**src/design/stream_sequence_integrity_checker_top_defines.svh**
```systemverilog
// Assertion macros shared by the stream sequence integrity checker RTL.
`ifndef STREAM_SEQUENCE_INTEGRITY_CHECKER_TOP_DEFINES_SVH
`define STREAM_SEQUENCE_INTEGRITY_CHECKER_TOP_DEFINES_SVH
`ifndef SYNTHESIS
// Property must hold at every clock edge outside reset.
`define SSIC_ASSERT(name, prop) \
	name: assert property (@(posedge clk) disable iff (!arst_n) prop) \
		else $error("ssic assertion failed");
// Expression must never be true outside reset.
`define SSIC_ASSERT_NEVER(name, expr) \
	name: assert property (@(posedge clk) disable iff (!arst_n) !(expr)) \
		else $error("ssic forbidden condition seen");
`else
`define SSIC_ASSERT(name, prop)
`define SSIC_ASSERT_NEVER(name, expr)
`endif
`endif

```
**src/design/ssic_pkg.sv**
```systemverilog
// Shared types, constants and codes of the stream sequence integrity checker.
`timescale 1ns / 1ps
package ssic_pkg;

	localparam int MAX_SOURCES_DEF = 16;

	localparam logic [63:0] ID_MULT  = 64'h9e37_79b9_7f4a_7c15;
	localparam logic [63:0] SEQ_MULT = 64'hbf58_476d_1ce4_e5b9;

	localparam int              CNT_W            = 5;
	localparam logic [CNT_W-1:0] SOURCE_COUNT_RST = 5'd2;

	localparam int   PADDR_W          = 3;
	localparam int   PDATA_W          = 32;
	localparam logic REG_SOURCE_COUNT = 1'b0;

	localparam logic [1:0] VERDICT_GOOD      = 2'd0;
	localparam logic [1:0] VERDICT_CORRUPTED = 2'd1;
	localparam logic [1:0] VERDICT_ORDER     = 2'd2;

	typedef struct packed {
		logic [63:0] source_id;
		logic [63:0] sequence_number;
		logic [63:0] check_word;
	} ssic_in_t;

	typedef struct packed {
		logic [1:0]  verdict;
		logic [63:0] received_total;
		logic [63:0] corrupted_total;
		logic [63:0] out_of_order_total;
	} ssic_out_t;

	// First-stage hash terms and id range result
	typedef struct packed {
		logic        in_range;
		logic [63:0] id_term;
		logic [63:0] pp_ll;
		logic [31:0] pp_cross;
	} ssic_mix_t;

	typedef struct packed {
		logic corrupt;
		logic order;
	} ssic_flags_t;

endpackage

```
**src/design/stream_sequence_integrity_checker_top.sv**
```systemverilog
// Top level of the stream sequence integrity checker: pipeline, handshakes, config port.
`timescale 1ns / 1ps
`include "stream_sequence_integrity_checker_top_defines.svh"
// Takes one item per cycle while item_stall is low and returns one result per item, in order.
// An item passes the input register, the check stage and the result register, which offers its
// result. The first stage checks the source id against source_count and MAX_SOURCES and forms
// the partial products of the check hash while the expected-sequence RAM is read; the second
// stage finishes the hash, compares, writes the source's new expected value unless the item is
// corrupted and updates the totals. A write in the second stage is forwarded to an item of the
// same source right behind it, so back-to-back items from one source run at full rate. The
// table clears at reset through per-entry valid bits, with no clearing pass. The stages stall
// independently, so the front keeps taking items while a result waits, until the empty stages
// have filled. source_count lies at byte address 0 of the APB port.
module stream_sequence_integrity_checker_top #(
	parameter int MAX_SOURCES = ssic_pkg::MAX_SOURCES_DEF
) (
	input  logic                           clk,
	input  logic                           arst_n,
	input  logic                           item_valid,
	output logic                           item_stall,
	input  ssic_pkg::ssic_in_t             item,
	output logic                           result_valid,
	input  logic                           result_stall,
	output ssic_pkg::ssic_out_t            result,
	input  logic                           psel,
	input  logic                           penable,
	input  logic                           pwrite,
	input  logic [ssic_pkg::PADDR_W-1:0]   paddr,
	input  logic [ssic_pkg::PDATA_W-1:0]   pwdata,
	output logic [ssic_pkg::PDATA_W-1:0]   prdata,
	output logic                           pready
);
	import ssic_pkg::*;

	localparam int AW = (MAX_SOURCES > 1) ? $clog2(MAX_SOURCES) : 1;

	logic [CNT_W-1:0] source_count_q;

	logic        valid_s1;
	ssic_in_t    item_s1;
	ssic_mix_t   mix_s1;
	logic [AW-1:0] idx_s1;

	logic          valid_s2;
	ssic_mix_t     mix_s2;
	logic [AW-1:0] idx_s2;
	logic [63:0]   seq_s2;
	logic [63:0]   chk_s2;

	logic adv_s1;
	logic adv_s2;
	logic adv_out;
	logic load_out;

	logic [63:0] seq_prod;
	logic [63:0] hash;
	logic [63:0] exp_seq;
	ssic_flags_t flags;
	ssic_out_t   res_next;

	logic        tbl_rd_en;
	logic        tbl_wr_en;
	logic [63:0] tbl_wr_val;

	// Configuration port
	assign pready = 1'b1;

	always_ff @(posedge clk or negedge arst_n) begin
		if (!arst_n) begin
			source_count_q <= SOURCE_COUNT_RST;
		end else if (psel && penable && pwrite && pready) begin
			unique case (paddr[PADDR_W-1:2])
				REG_SOURCE_COUNT: source_count_q <= pwdata[CNT_W-1:0];
				default: ;
			endcase
		end
	end

	always_comb begin
		unique case (paddr[PADDR_W-1:2])
			REG_SOURCE_COUNT: prdata = PDATA_W'(source_count_q);
			default:          prdata = '0;
		endcase
	end

	// Stage flow: each stage moves when its successor is empty or moving
	assign adv_out    = !result_valid || !result_stall;
	assign load_out   = valid_s2 && adv_out;
	assign adv_s2     = !valid_s2 || adv_out;
	assign adv_s1     = !valid_s1 || adv_s2;
	assign item_stall = !adv_s1;

	always_ff @(posedge clk or negedge arst_n) begin
		if (!arst_n) begin
			valid_s1     <= 1'b0;
			valid_s2     <= 1'b0;
			result_valid <= 1'b0;
		end else begin
			if (adv_s1) begin
				valid_s1 <= item_valid;
			end
			if (adv_s2) begin
				valid_s2 <= valid_s1;
			end
			if (adv_out) begin
				result_valid <= valid_s2;
			end
		end
	end

	always_ff @(posedge clk) begin
		if (adv_s1 && item_valid) begin
			item_s1 <= item;
		end
		if (adv_s2 && valid_s1) begin
			mix_s2 <= mix_s1;
			idx_s2 <= idx_s1;
			seq_s2 <= item_s1.sequence_number;
			chk_s2 <= item_s1.check_word;
		end
		if (load_out) begin
			result <= res_next;
		end
	end

	ssic_mix #(
		.MAX_SOURCES(MAX_SOURCES)
	) u_mix (
		.item        (item_s1),
		.source_count(source_count_q),
		.idx         (idx_s1),
		.mix         (mix_s1)
	);

	// Check stage
	assign seq_prod = {mix_s2.pp_ll[63:32] + mix_s2.pp_cross, mix_s2.pp_ll[31:0]};
	assign hash     = seq_prod ^ mix_s2.id_term;

	assign flags.corrupt = !mix_s2.in_range || (chk_s2 != hash);
	assign flags.order   = !flags.corrupt && (seq_s2 != exp_seq);

	assign tbl_rd_en  = adv_s2 && valid_s1;
	assign tbl_wr_en  = load_out && !flags.corrupt;
	assign tbl_wr_val = seq_s2 + 64'd1;

	ssic_exp_table #(
		.MAX_SOURCES(MAX_SOURCES)
	) u_exp_table (
		.clk    (clk),
		.arst_n (arst_n),
		.rd_en  (tbl_rd_en),
		.rd_idx (idx_s1),
		.wr_en  (tbl_wr_en),
		.wr_idx (idx_s2),
		.wr_val (tbl_wr_val),
		.exp_seq(exp_seq)
	);

	ssic_tally u_tally (
		.clk     (clk),
		.arst_n  (arst_n),
		.load    (load_out),
		.flags   (flags),
		.res_next(res_next)
	);

	`SSIC_ASSERT_NEVER(a_s1_overwrite, item_valid && !item_stall && valid_s1 && !adv_s2)
	`SSIC_ASSERT(a_s2_hold, (valid_s2 && !adv_out) |=> (valid_s2 && $stable(seq_s2) && $stable(exp_seq)))
	`SSIC_ASSERT(a_fwd_same_src, (tbl_wr_en && tbl_rd_en && (idx_s2 == idx_s1)) |=> (exp_seq == $past(tbl_wr_val)))

endmodule

```
**src/design/ssic_ram.sv**
```systemverilog
// Generic single-write, single-read RAM with registered read data.
`timescale 1ns / 1ps
module ssic_ram #(
	parameter int WIDTH = 64,
	parameter int DEPTH = 16,
	localparam int AW = (DEPTH > 1) ? $clog2(DEPTH) : 1
) (
	input  logic             clk,
	input  logic             we,
	input  logic [AW-1:0]    waddr,
	input  logic [WIDTH-1:0] wdata,
	input  logic             re,
	input  logic [AW-1:0]    raddr,
	output logic [WIDTH-1:0] rdata
);
	logic [WIDTH-1:0] mem [DEPTH];

	always_ff @(posedge clk) begin
		if (we) begin
			mem[waddr] <= wdata;
		end
		if (re) begin
			rdata <= mem[raddr];
		end
	end

endmodule

```
**src/design/ssic_mix.sv**
```systemverilog
// First stage: source id range check and partial products of the check hash.
`timescale 1ns / 1ps
module ssic_mix #(
	parameter int MAX_SOURCES = ssic_pkg::MAX_SOURCES_DEF,
	localparam int AW = (MAX_SOURCES > 1) ? $clog2(MAX_SOURCES) : 1
) (
	input  ssic_pkg::ssic_in_t           item,
	input  logic [ssic_pkg::CNT_W-1:0]   source_count,
	output logic [AW-1:0]                idx,
	output ssic_pkg::ssic_mix_t          mix
);
	import ssic_pkg::*;

	logic [31:0] seq_lo;
	logic [31:0] seq_hi;
	logic [31:0] pp_lh;
	logic [31:0] pp_hl;

	assign seq_lo = item.sequence_number[31:0];
	assign seq_hi = item.sequence_number[63:32];

	// Low 64 bits of seq * SEQ_MULT: full low product plus the low halves of the cross terms
	assign mix.pp_ll    = {32'b0, seq_lo} * {32'b0, SEQ_MULT[31:0]};
	assign pp_lh        = seq_lo * SEQ_MULT[63:32];
	assign pp_hl        = seq_hi * SEQ_MULT[31:0];
	assign mix.pp_cross = pp_lh + pp_hl;

	assign mix.in_range = (item.source_id < 64'(MAX_SOURCES)) &&
		(item.source_id < 64'(source_count));

	// Only in-range ids reach the compare, so the narrow index carries the id term
	assign idx         = item.source_id[AW-1:0];
	assign mix.id_term = ID_MULT * 64'(idx);

endmodule

```
**src/design/ssic_exp_table.sv**
```systemverilog
// Per-source expected sequence table: RAM, valid bits and write forwarding.
`timescale 1ns / 1ps
module ssic_exp_table #(
	parameter int MAX_SOURCES = ssic_pkg::MAX_SOURCES_DEF,
	localparam int AW = (MAX_SOURCES > 1) ? $clog2(MAX_SOURCES) : 1
) (
	input  logic          clk,
	input  logic          arst_n,
	input  logic          rd_en,
	input  logic [AW-1:0] rd_idx,
	input  logic          wr_en,
	input  logic [AW-1:0] wr_idx,
	input  logic [63:0]   wr_val,
	output logic [63:0]   exp_seq
);
	logic [MAX_SOURCES-1:0] valid_q;
	logic                   vld_rd_q;
	logic                   fwd_hit_q;
	logic [63:0]            fwd_val_q;
	logic [63:0]            ram_rdata;

	ssic_ram #(
		.WIDTH(64),
		.DEPTH(MAX_SOURCES)
	) u_ram (
		.clk  (clk),
		.we   (wr_en),
		.waddr(wr_idx),
		.wdata(wr_val),
		.re   (rd_en),
		.raddr(rd_idx),
		.rdata(ram_rdata)
	);

	always_ff @(posedge clk or negedge arst_n) begin
		if (!arst_n) begin
			valid_q   <= '0;
			vld_rd_q  <= 1'b0;
			fwd_hit_q <= 1'b0;
		end else begin
			if (wr_en) begin
				valid_q[wr_idx] <= 1'b1;
			end
			if (rd_en) begin
				vld_rd_q  <= valid_q[rd_idx];
				// RAM returns old data when the same entry is written in the read cycle
				fwd_hit_q <= wr_en && (wr_idx == rd_idx);
			end
		end
	end

	always_ff @(posedge clk) begin
		if (rd_en) begin
			fwd_val_q <= wr_val;
		end
	end

	assign exp_seq = fwd_hit_q ? fwd_val_q : (vld_rd_q ? ram_rdata : 64'd0);

endmodule

```
**src/design/ssic_tally.sv**
```systemverilog
// Verdict encoding and the wrapping received, corrupted and out-of-order counters.
`timescale 1ns / 1ps
module ssic_tally (
	input  logic                  clk,
	input  logic                  arst_n,
	input  logic                  load,
	input  ssic_pkg::ssic_flags_t flags,
	output ssic_pkg::ssic_out_t   res_next
);
	import ssic_pkg::*;

	logic [63:0] rx_q;
	logic [63:0] crp_q;
	logic [63:0] ooo_q;

	always_comb begin
		res_next.received_total     = rx_q + 64'd1;
		res_next.corrupted_total    = crp_q;
		res_next.out_of_order_total = ooo_q;
		res_next.verdict            = VERDICT_GOOD;
		if (flags.corrupt) begin
			res_next.corrupted_total = crp_q + 64'd1;
			res_next.verdict         = VERDICT_CORRUPTED;
		end else if (flags.order) begin
			res_next.out_of_order_total = ooo_q + 64'd1;
			res_next.verdict            = VERDICT_ORDER;
		end
	end

	always_ff @(posedge clk or negedge arst_n) begin
		if (!arst_n) begin
			rx_q  <= '0;
			crp_q <= '0;
			ooo_q <= '0;
		end else if (load) begin
			rx_q  <= res_next.received_total;
			crp_q <= res_next.corrupted_total;
			ooo_q <= res_next.out_of_order_total;
		end
	end

endmodule

```
**config.mk**
```make
export PLATFORM = sky130hd
export DESIGN_NAME = stream_sequence_integrity_checker_top
export DESIGN_NICKNAME = d
export VERILOG_FILES = /design/src/design/ssic_pkg.sv /design/src/design/stream_sequence_integrity_checker_top.sv /design/src/design/ssic_ram.sv /design/src/design/ssic_mix.sv /design/src/design/ssic_exp_table.sv /design/src/design/ssic_tally.sv
export VERILOG_INCLUDE_DIRS = /design/src /design/src/design
export SDC_FILE = /design/constraint.sdc
export NUM_CORES = 2
export LEC_CHECK = 0
export ABC_AREA = 0
export BUFFER_PORTS_ARGS = -buffer_cell sky130_fd_sc_hd__buf_2
export CORE_MARGIN = 4
export CORE_UTILIZATION = 40
export CTS_BUF_LIST = sky130_fd_sc_hd__clkbuf_4 sky130_fd_sc_hd__clkbuf_8 sky130_fd_sc_hd__clkbuf_16
export DETAILED_ROUTE_END_ITERATION = 10
export PLACE_DENSITY = 0.64
export REMOVE_ABC_BUFFERS = 1
export SETUP_SLACK_MARGIN = 0.02
export SYNTH_ARGS = -nofsm -noshare
export SYNTH_HDL_FRONTEND = slang
export SYNTH_SLANG_ARGS = --single-unit
```
**constraint.sdc**
```tcl
create_clock -name clk -period 21.6 [get_ports clk]
set_input_delay 4.32 -clock clk [delete_from_list [all_inputs] [get_ports clk]]
set_output_delay 4.32 -clock clk [all_outputs]
set_load 0.02 [all_outputs]
```
* Word-level counts from Yosys, hierarchy flattened
Memories as Yosys holds them, arrays and structs flattened. A register that Yosys moved wholly into a read port is not among the register bits. Cells that the tools add are included.
Word-level totals: word-level logic and storage cells 82, memories kept 1, bits in registers 958, bits of input ports 234, RAM bits 1024
Memory list:
- u_exp_table.u_ram.mem | depth 16, bits a word 64, read ports 1, clocked after Yosys merged registers in 1, wr ports 1, line ssic_ram.sv:16 | logic [WIDTH-1:0] mem [DEPTH];
Operators by class: $lt $le $gt $ge 5, reduce and logical (&&, ||, !) cells 22, equality and inequality tests 3, muxes and demuxes 13, $add $sub $neg 6, bitwise logic cells 3, multipliers 4
Operators with widths (number):
- $mux 64 | 5
- $add 64x1->64 const B | 4
- $ne 64x64->1 | 2
- $lt 64x5->1 | 1
- $lt 64x5->1 const B | 1
- $mul 64x4->64 const A | 1
- $xor 64x64->64 | 1
- $mul 32x29->61 const B | 1
- $add 29x32->32 | 1
- $add 32x32->32 | 1
- $mul 32x29->32 const B | 1
- $mul 32x32->32 const B | 1
- $or 16x16->16 | 1
- $logic_and 1x1->1 | 10
- $lt 4x5->1 const B | 2
- $logic_not 1->1 | 7
- $mux 5 | 1
- $bmux 1 s4 | 1
- $demux 1 s4 | 1
- $eq 4x4->1 | 1
- $ge 4x1->1 const B | 1
- $logic_or 1x1->1 | 4
- $mux 1 | 4
- $mux 2 | 1
- other kinds (2) | 2

* Longest topological paths before layout
depth in word-level cells 8, depth in mapped cells 28, gate-level depth less buffers 28

* By module
A second synthesis with hierarchy kept.
Second synthesis, totals: cells, all modules 8524, area total of the unflattened synthesis 119758.6 sq um
Modules (own cells, without submodules):
- ssic_ram | cells each 1647, times used 1, area an instance 40222.3 sq um, seq. area each 32671.3 sq um
- ssic_mix | cells each 3822, times used 1, area an instance 37576.0 sq um, seq. area each 0.0 sq um
- stream_sequence_integrity_checker_top | cells each 1428, times used 1, area an instance 25866.1 sq um, seq. area each 20591.0 sq um
- ssic_tally | cells each 1418, times used 1, area an instance 12702.2 sq um, seq. area each 4804.6 sq um
- ssic_exp_table | cells each 209, times used 1, area an instance 3392.0 sq um, seq. area each 2372.3 sq um

* Worst setup path before layout
Ideal clock, no wire load.
kind input to register, from input result_stall, to register chk_s2[0], enable pin, cell stages on the path 3, buffers on the path 0, setup slack 8400 ps, data required time 20841 ps, data arrival time 12440 ps, setup time 759 ps, path through nand3_1 > nand2_1 > inv_1
On the way: cells in the longest elaborated chain, start to end 4
RTL lines:
- start, declared | line stream_sequence_integrity_checker_top.sv:23 | input logic result_stall,
- $logic_not 1->1 | line stream_sequence_integrity_checker_top.sv:87 | assign adv_out = !result_valid || !result_stall;
- $logic_or 1x1->1 | line stream_sequence_integrity_checker_top.sv:87
- $logic_or 1x1->1 | line stream_sequence_integrity_checker_top.sv:89 | assign adv_s2 = !valid_s2 || adv_out;
- $logic_and 1x1->1
- via tbl_rd_en | line stream_sequence_integrity_checker_top.sv:61 | logic tbl_rd_en;
- end signal, assigned | line stream_sequence_integrity_checker_top.sv:119 | chk_s2 <= item_s1.check_word;
- end, declared | line stream_sequence_integrity_checker_top.sv:48 | logic [63:0] chk_s2;
The timed path passes the listed nets, and every way through them passes these cells. A chain may end at the register's enable or synchronous reset.

* Worst setup path after layout
from input result_stall, to output item_stall
On the way: cells in the longest elaborated chain, start to end 5
RTL lines:
- $logic_not 1->1 | line stream_sequence_integrity_checker_top.sv:87
- $logic_or 1x1->1 | line stream_sequence_integrity_checker_top.sv:87
- $logic_or 1x1->1 | line stream_sequence_integrity_checker_top.sv:89
- $logic_or 1x1->1 | line stream_sequence_integrity_checker_top.sv:90 | assign adv_s1 = !valid_s1 || adv_s2;
- $logic_not 1->1 | line stream_sequence_integrity_checker_top.sv:91 | assign item_stall = !adv_s1;
- end, declared | line stream_sequence_integrity_checker_top.sv:20 | output logic item_stall,
Every way passes these cells.

==> results.toml <==
[placed_design]
numPortBuffers = 405
place.gp.congestion = 0.946
dp_hpwl_um = 239000

[routing]
vias = 70075
viasPerCell = 5.38
dr.pass1.iters = 6
routed_wirelength_um = 331000
wl_per_cell_um = 25.4
antenna_left = 0
drc = 0
drt_iter0_drc = 6744

[sta]
min_period_over_period = 0.429
rsz0062_at_grt = "false"
max_freq_ghz = 0.108
finClkSkew_ns = 0.131
period_minus_slack_ns = 9.27
hold_viol = 0
setup-violations-final = 0
setup_tns_ns = 0
relSlewSlack = 0.0922
final_max_slew_viol_count = 0
tightest_slew_ns = 1.35

[cts]
cts-buffers-inserted = 216
tritoncts = "yes"
cts.hold.buffers_added = 0
htree_levels = 4
cts_sinks = 2039
max-clock-path-buffers = 4
cts.clk_slew.worst_paths_ns = 0.06
post-cts-setup-buffers = 0
root_buffer = "clkbuf_16"
clock_latency_ns = 0.93
ctsResizeCount = 0

[worst_hold_path]
hold_path.class = "reg -> reg"

[grt]
grt_usage = 0.214
grt_overflow = 0
grt_pass1_vias = 73492
antenna_found_initial = 43
grt_start_max_net_pins = 155
grt_first_pass_wirelength_um = 490000

[logic_synthesis]
synth.cell_area_sq_um = 120000
synth_top_area_share = 0.457
synth_cells = 8390
yosys.area.top_type = "edfxtp_1"
ys.flop_type = "edfxtp_1"
yosysWarnings = 0
synth_area_per_cell_sq_um = 14.2
synthArstFlopShare = 0.107
synth-seq-cells = 2039
synth-seq-area-share = 0.503
synth-edff-count = 1821
ys_types = 91
synth_area_leaders = "edfxtp_1 46%, fa_1 15%, ha_1 8.0%"

[worst_setup_path]
start_kind = "input port"
crit_type = "in -> out"
crit_arrival_ns = 4.95
worst_ep_required_time_ns = 17.28
crit_path_end_kind = "primary output"
cp_max_fo = 3

[run_status]
status = "finished, final reports clean"

[finish]
final_cell_mix = "1821 x edfxtp_1, 1348 x inv_1, 884 x fa_1"
syn2layout_area_growth_pct = 11.9
drive_gt1_frac = 0.143
final_common_cell = "edfxtp_1"
fin_nets = 10787

[die]
start_util = 0.402
core_sq_um = 297000
dieArea_sq_um = 308000
fp.dieH_um = 555
die_w_um = 555
row_count = 200
pin_count = 463

[flow_run]
drv_cap = 0
==> path summary, 6_finish.rpt <==
check	from	endpoint	slack, ns	cells after the start
max reg2reg	item_s1[64]$_DFFE_PP_	mix_s2[31]$_DFFE_PP_	12.41	27
min	item_s1[16]$_DFFE_PP_	chk_s2[16]$_DFFE_PP_	0.42	0
max	result_stall	item_stall	12.33	4
min in group asynchronous	arst_n	u_tally.rx_q[60]$_DFFE_PN0P_	3.37	1
max in group asynchronous	arst_n	u_tally.ooo_q[13]$_DFFE_PN0P_	15.93	3
min reg2reg	item_s1[16]$_DFFE_PP_	chk_s2[16]$_DFFE_PP_	0.42	0
==> sequential cells by signal, summed over array words and instances, names as in the netlist, 5 cells and up <==
name	cells
seq_s2	64
u_exp_table.u_ram.rdata	64
u_tally.crp_q	64
result	194
u_exp_table.fwd_val_q	64
u_exp_table.u_ram.mem	1024
chk_s2	64
u_exp_table.valid_q	16
u_tally.rx_q	64
u_tally.ooo_q	64
item_s1	192
source_count_q	5
mix_s2	153
==> logic make-up after synthesis <==
family / synth area share
adders and majority gates: 0.228
DFF: 0.503
muxes: 0.0641
other: 0.0000628
buffers and inverters: 0.0513
xor gates and xnor gates: 0.0609
and+or+nand+nor: 0.0586
AOI/OAI and AO/OA: 0.0341
==> through the flow <==
stage / hold WS (ns) / util / area (sq um) / instances / setup WS (ns)
floorplan: 0.400 / - / 119000 / 8168 / 5.55
global placement: 0.404 / 0.426 / 127000 / 12628 / 12.34
finish: 0.419 / 0.450 / 134000 / 13031 / 12.33
CTS: 0.419 / 0.450 / 134000 / 13022 / 12.33
detailed placement: 0.405 / 0.426 / 127000 / 12628 / 12.33
global route: 0.426 / 0.450 / 134000 / 13025 / 12.06
==> layout make-up <==
| cell class | count | area [sq um] |
|---|---|---|
| clock buffers | 258 | 5770 |
| fillers | 26335 | 163000 |
| repair buffers | 521 | 2930 |
| clock inverters | 136 | 1420 |
| flip-flops and latches | 2039 | 60100 |
| diodes | 9 | 22.5 |
| inverters | 1350 | 5080 |
| multi-input cells | 4779 | 53500 |
| well taps | 3939 | 4930 |
==> routing by layer <==
layer  up-vias  share of wire  global-route usage
li1      30562              -                   -
met1     36377           0.42               0.292
met2      2601           0.48               0.353
met3       521          0.067              0.0302
met4        14          0.036              0.0718
met5         -        0.00027                   0
==> critical path, stage by stage <==
cell	delay, ns
buf_2	0.11
nand4_1	0.15
inv_1	0.18
buf_2	0.19
==> Yosys cell counts (19+ instances only) <==
cell,n
nor3_2,19
nand2_1,266
buf_2,19
nor3_1,132
a31oi_1,19
a21oi_1,141
nor4_1,85
dfrtp_1,217
o21ai_0,87
or3_1,25
and2_1,34
inv_1,1350
nor2_1,225
xor2_1,255
nand2b_1,30
nand4_1,140
edfxtp_1,1821
fa_1,884
ha_1,762
and3_1,90
buf_4,29
nand3_1,181
a21o_1,64
buf_1,68
and4_1,21
mux4_2,326
a22oi_1,65
clkbuf_1,132
o21a_1,30
xnor2_1,553
Power is left out: the tool's default activity adds up to more than one toggle a clock period on the data nets, which glitch-free logic cannot reach.
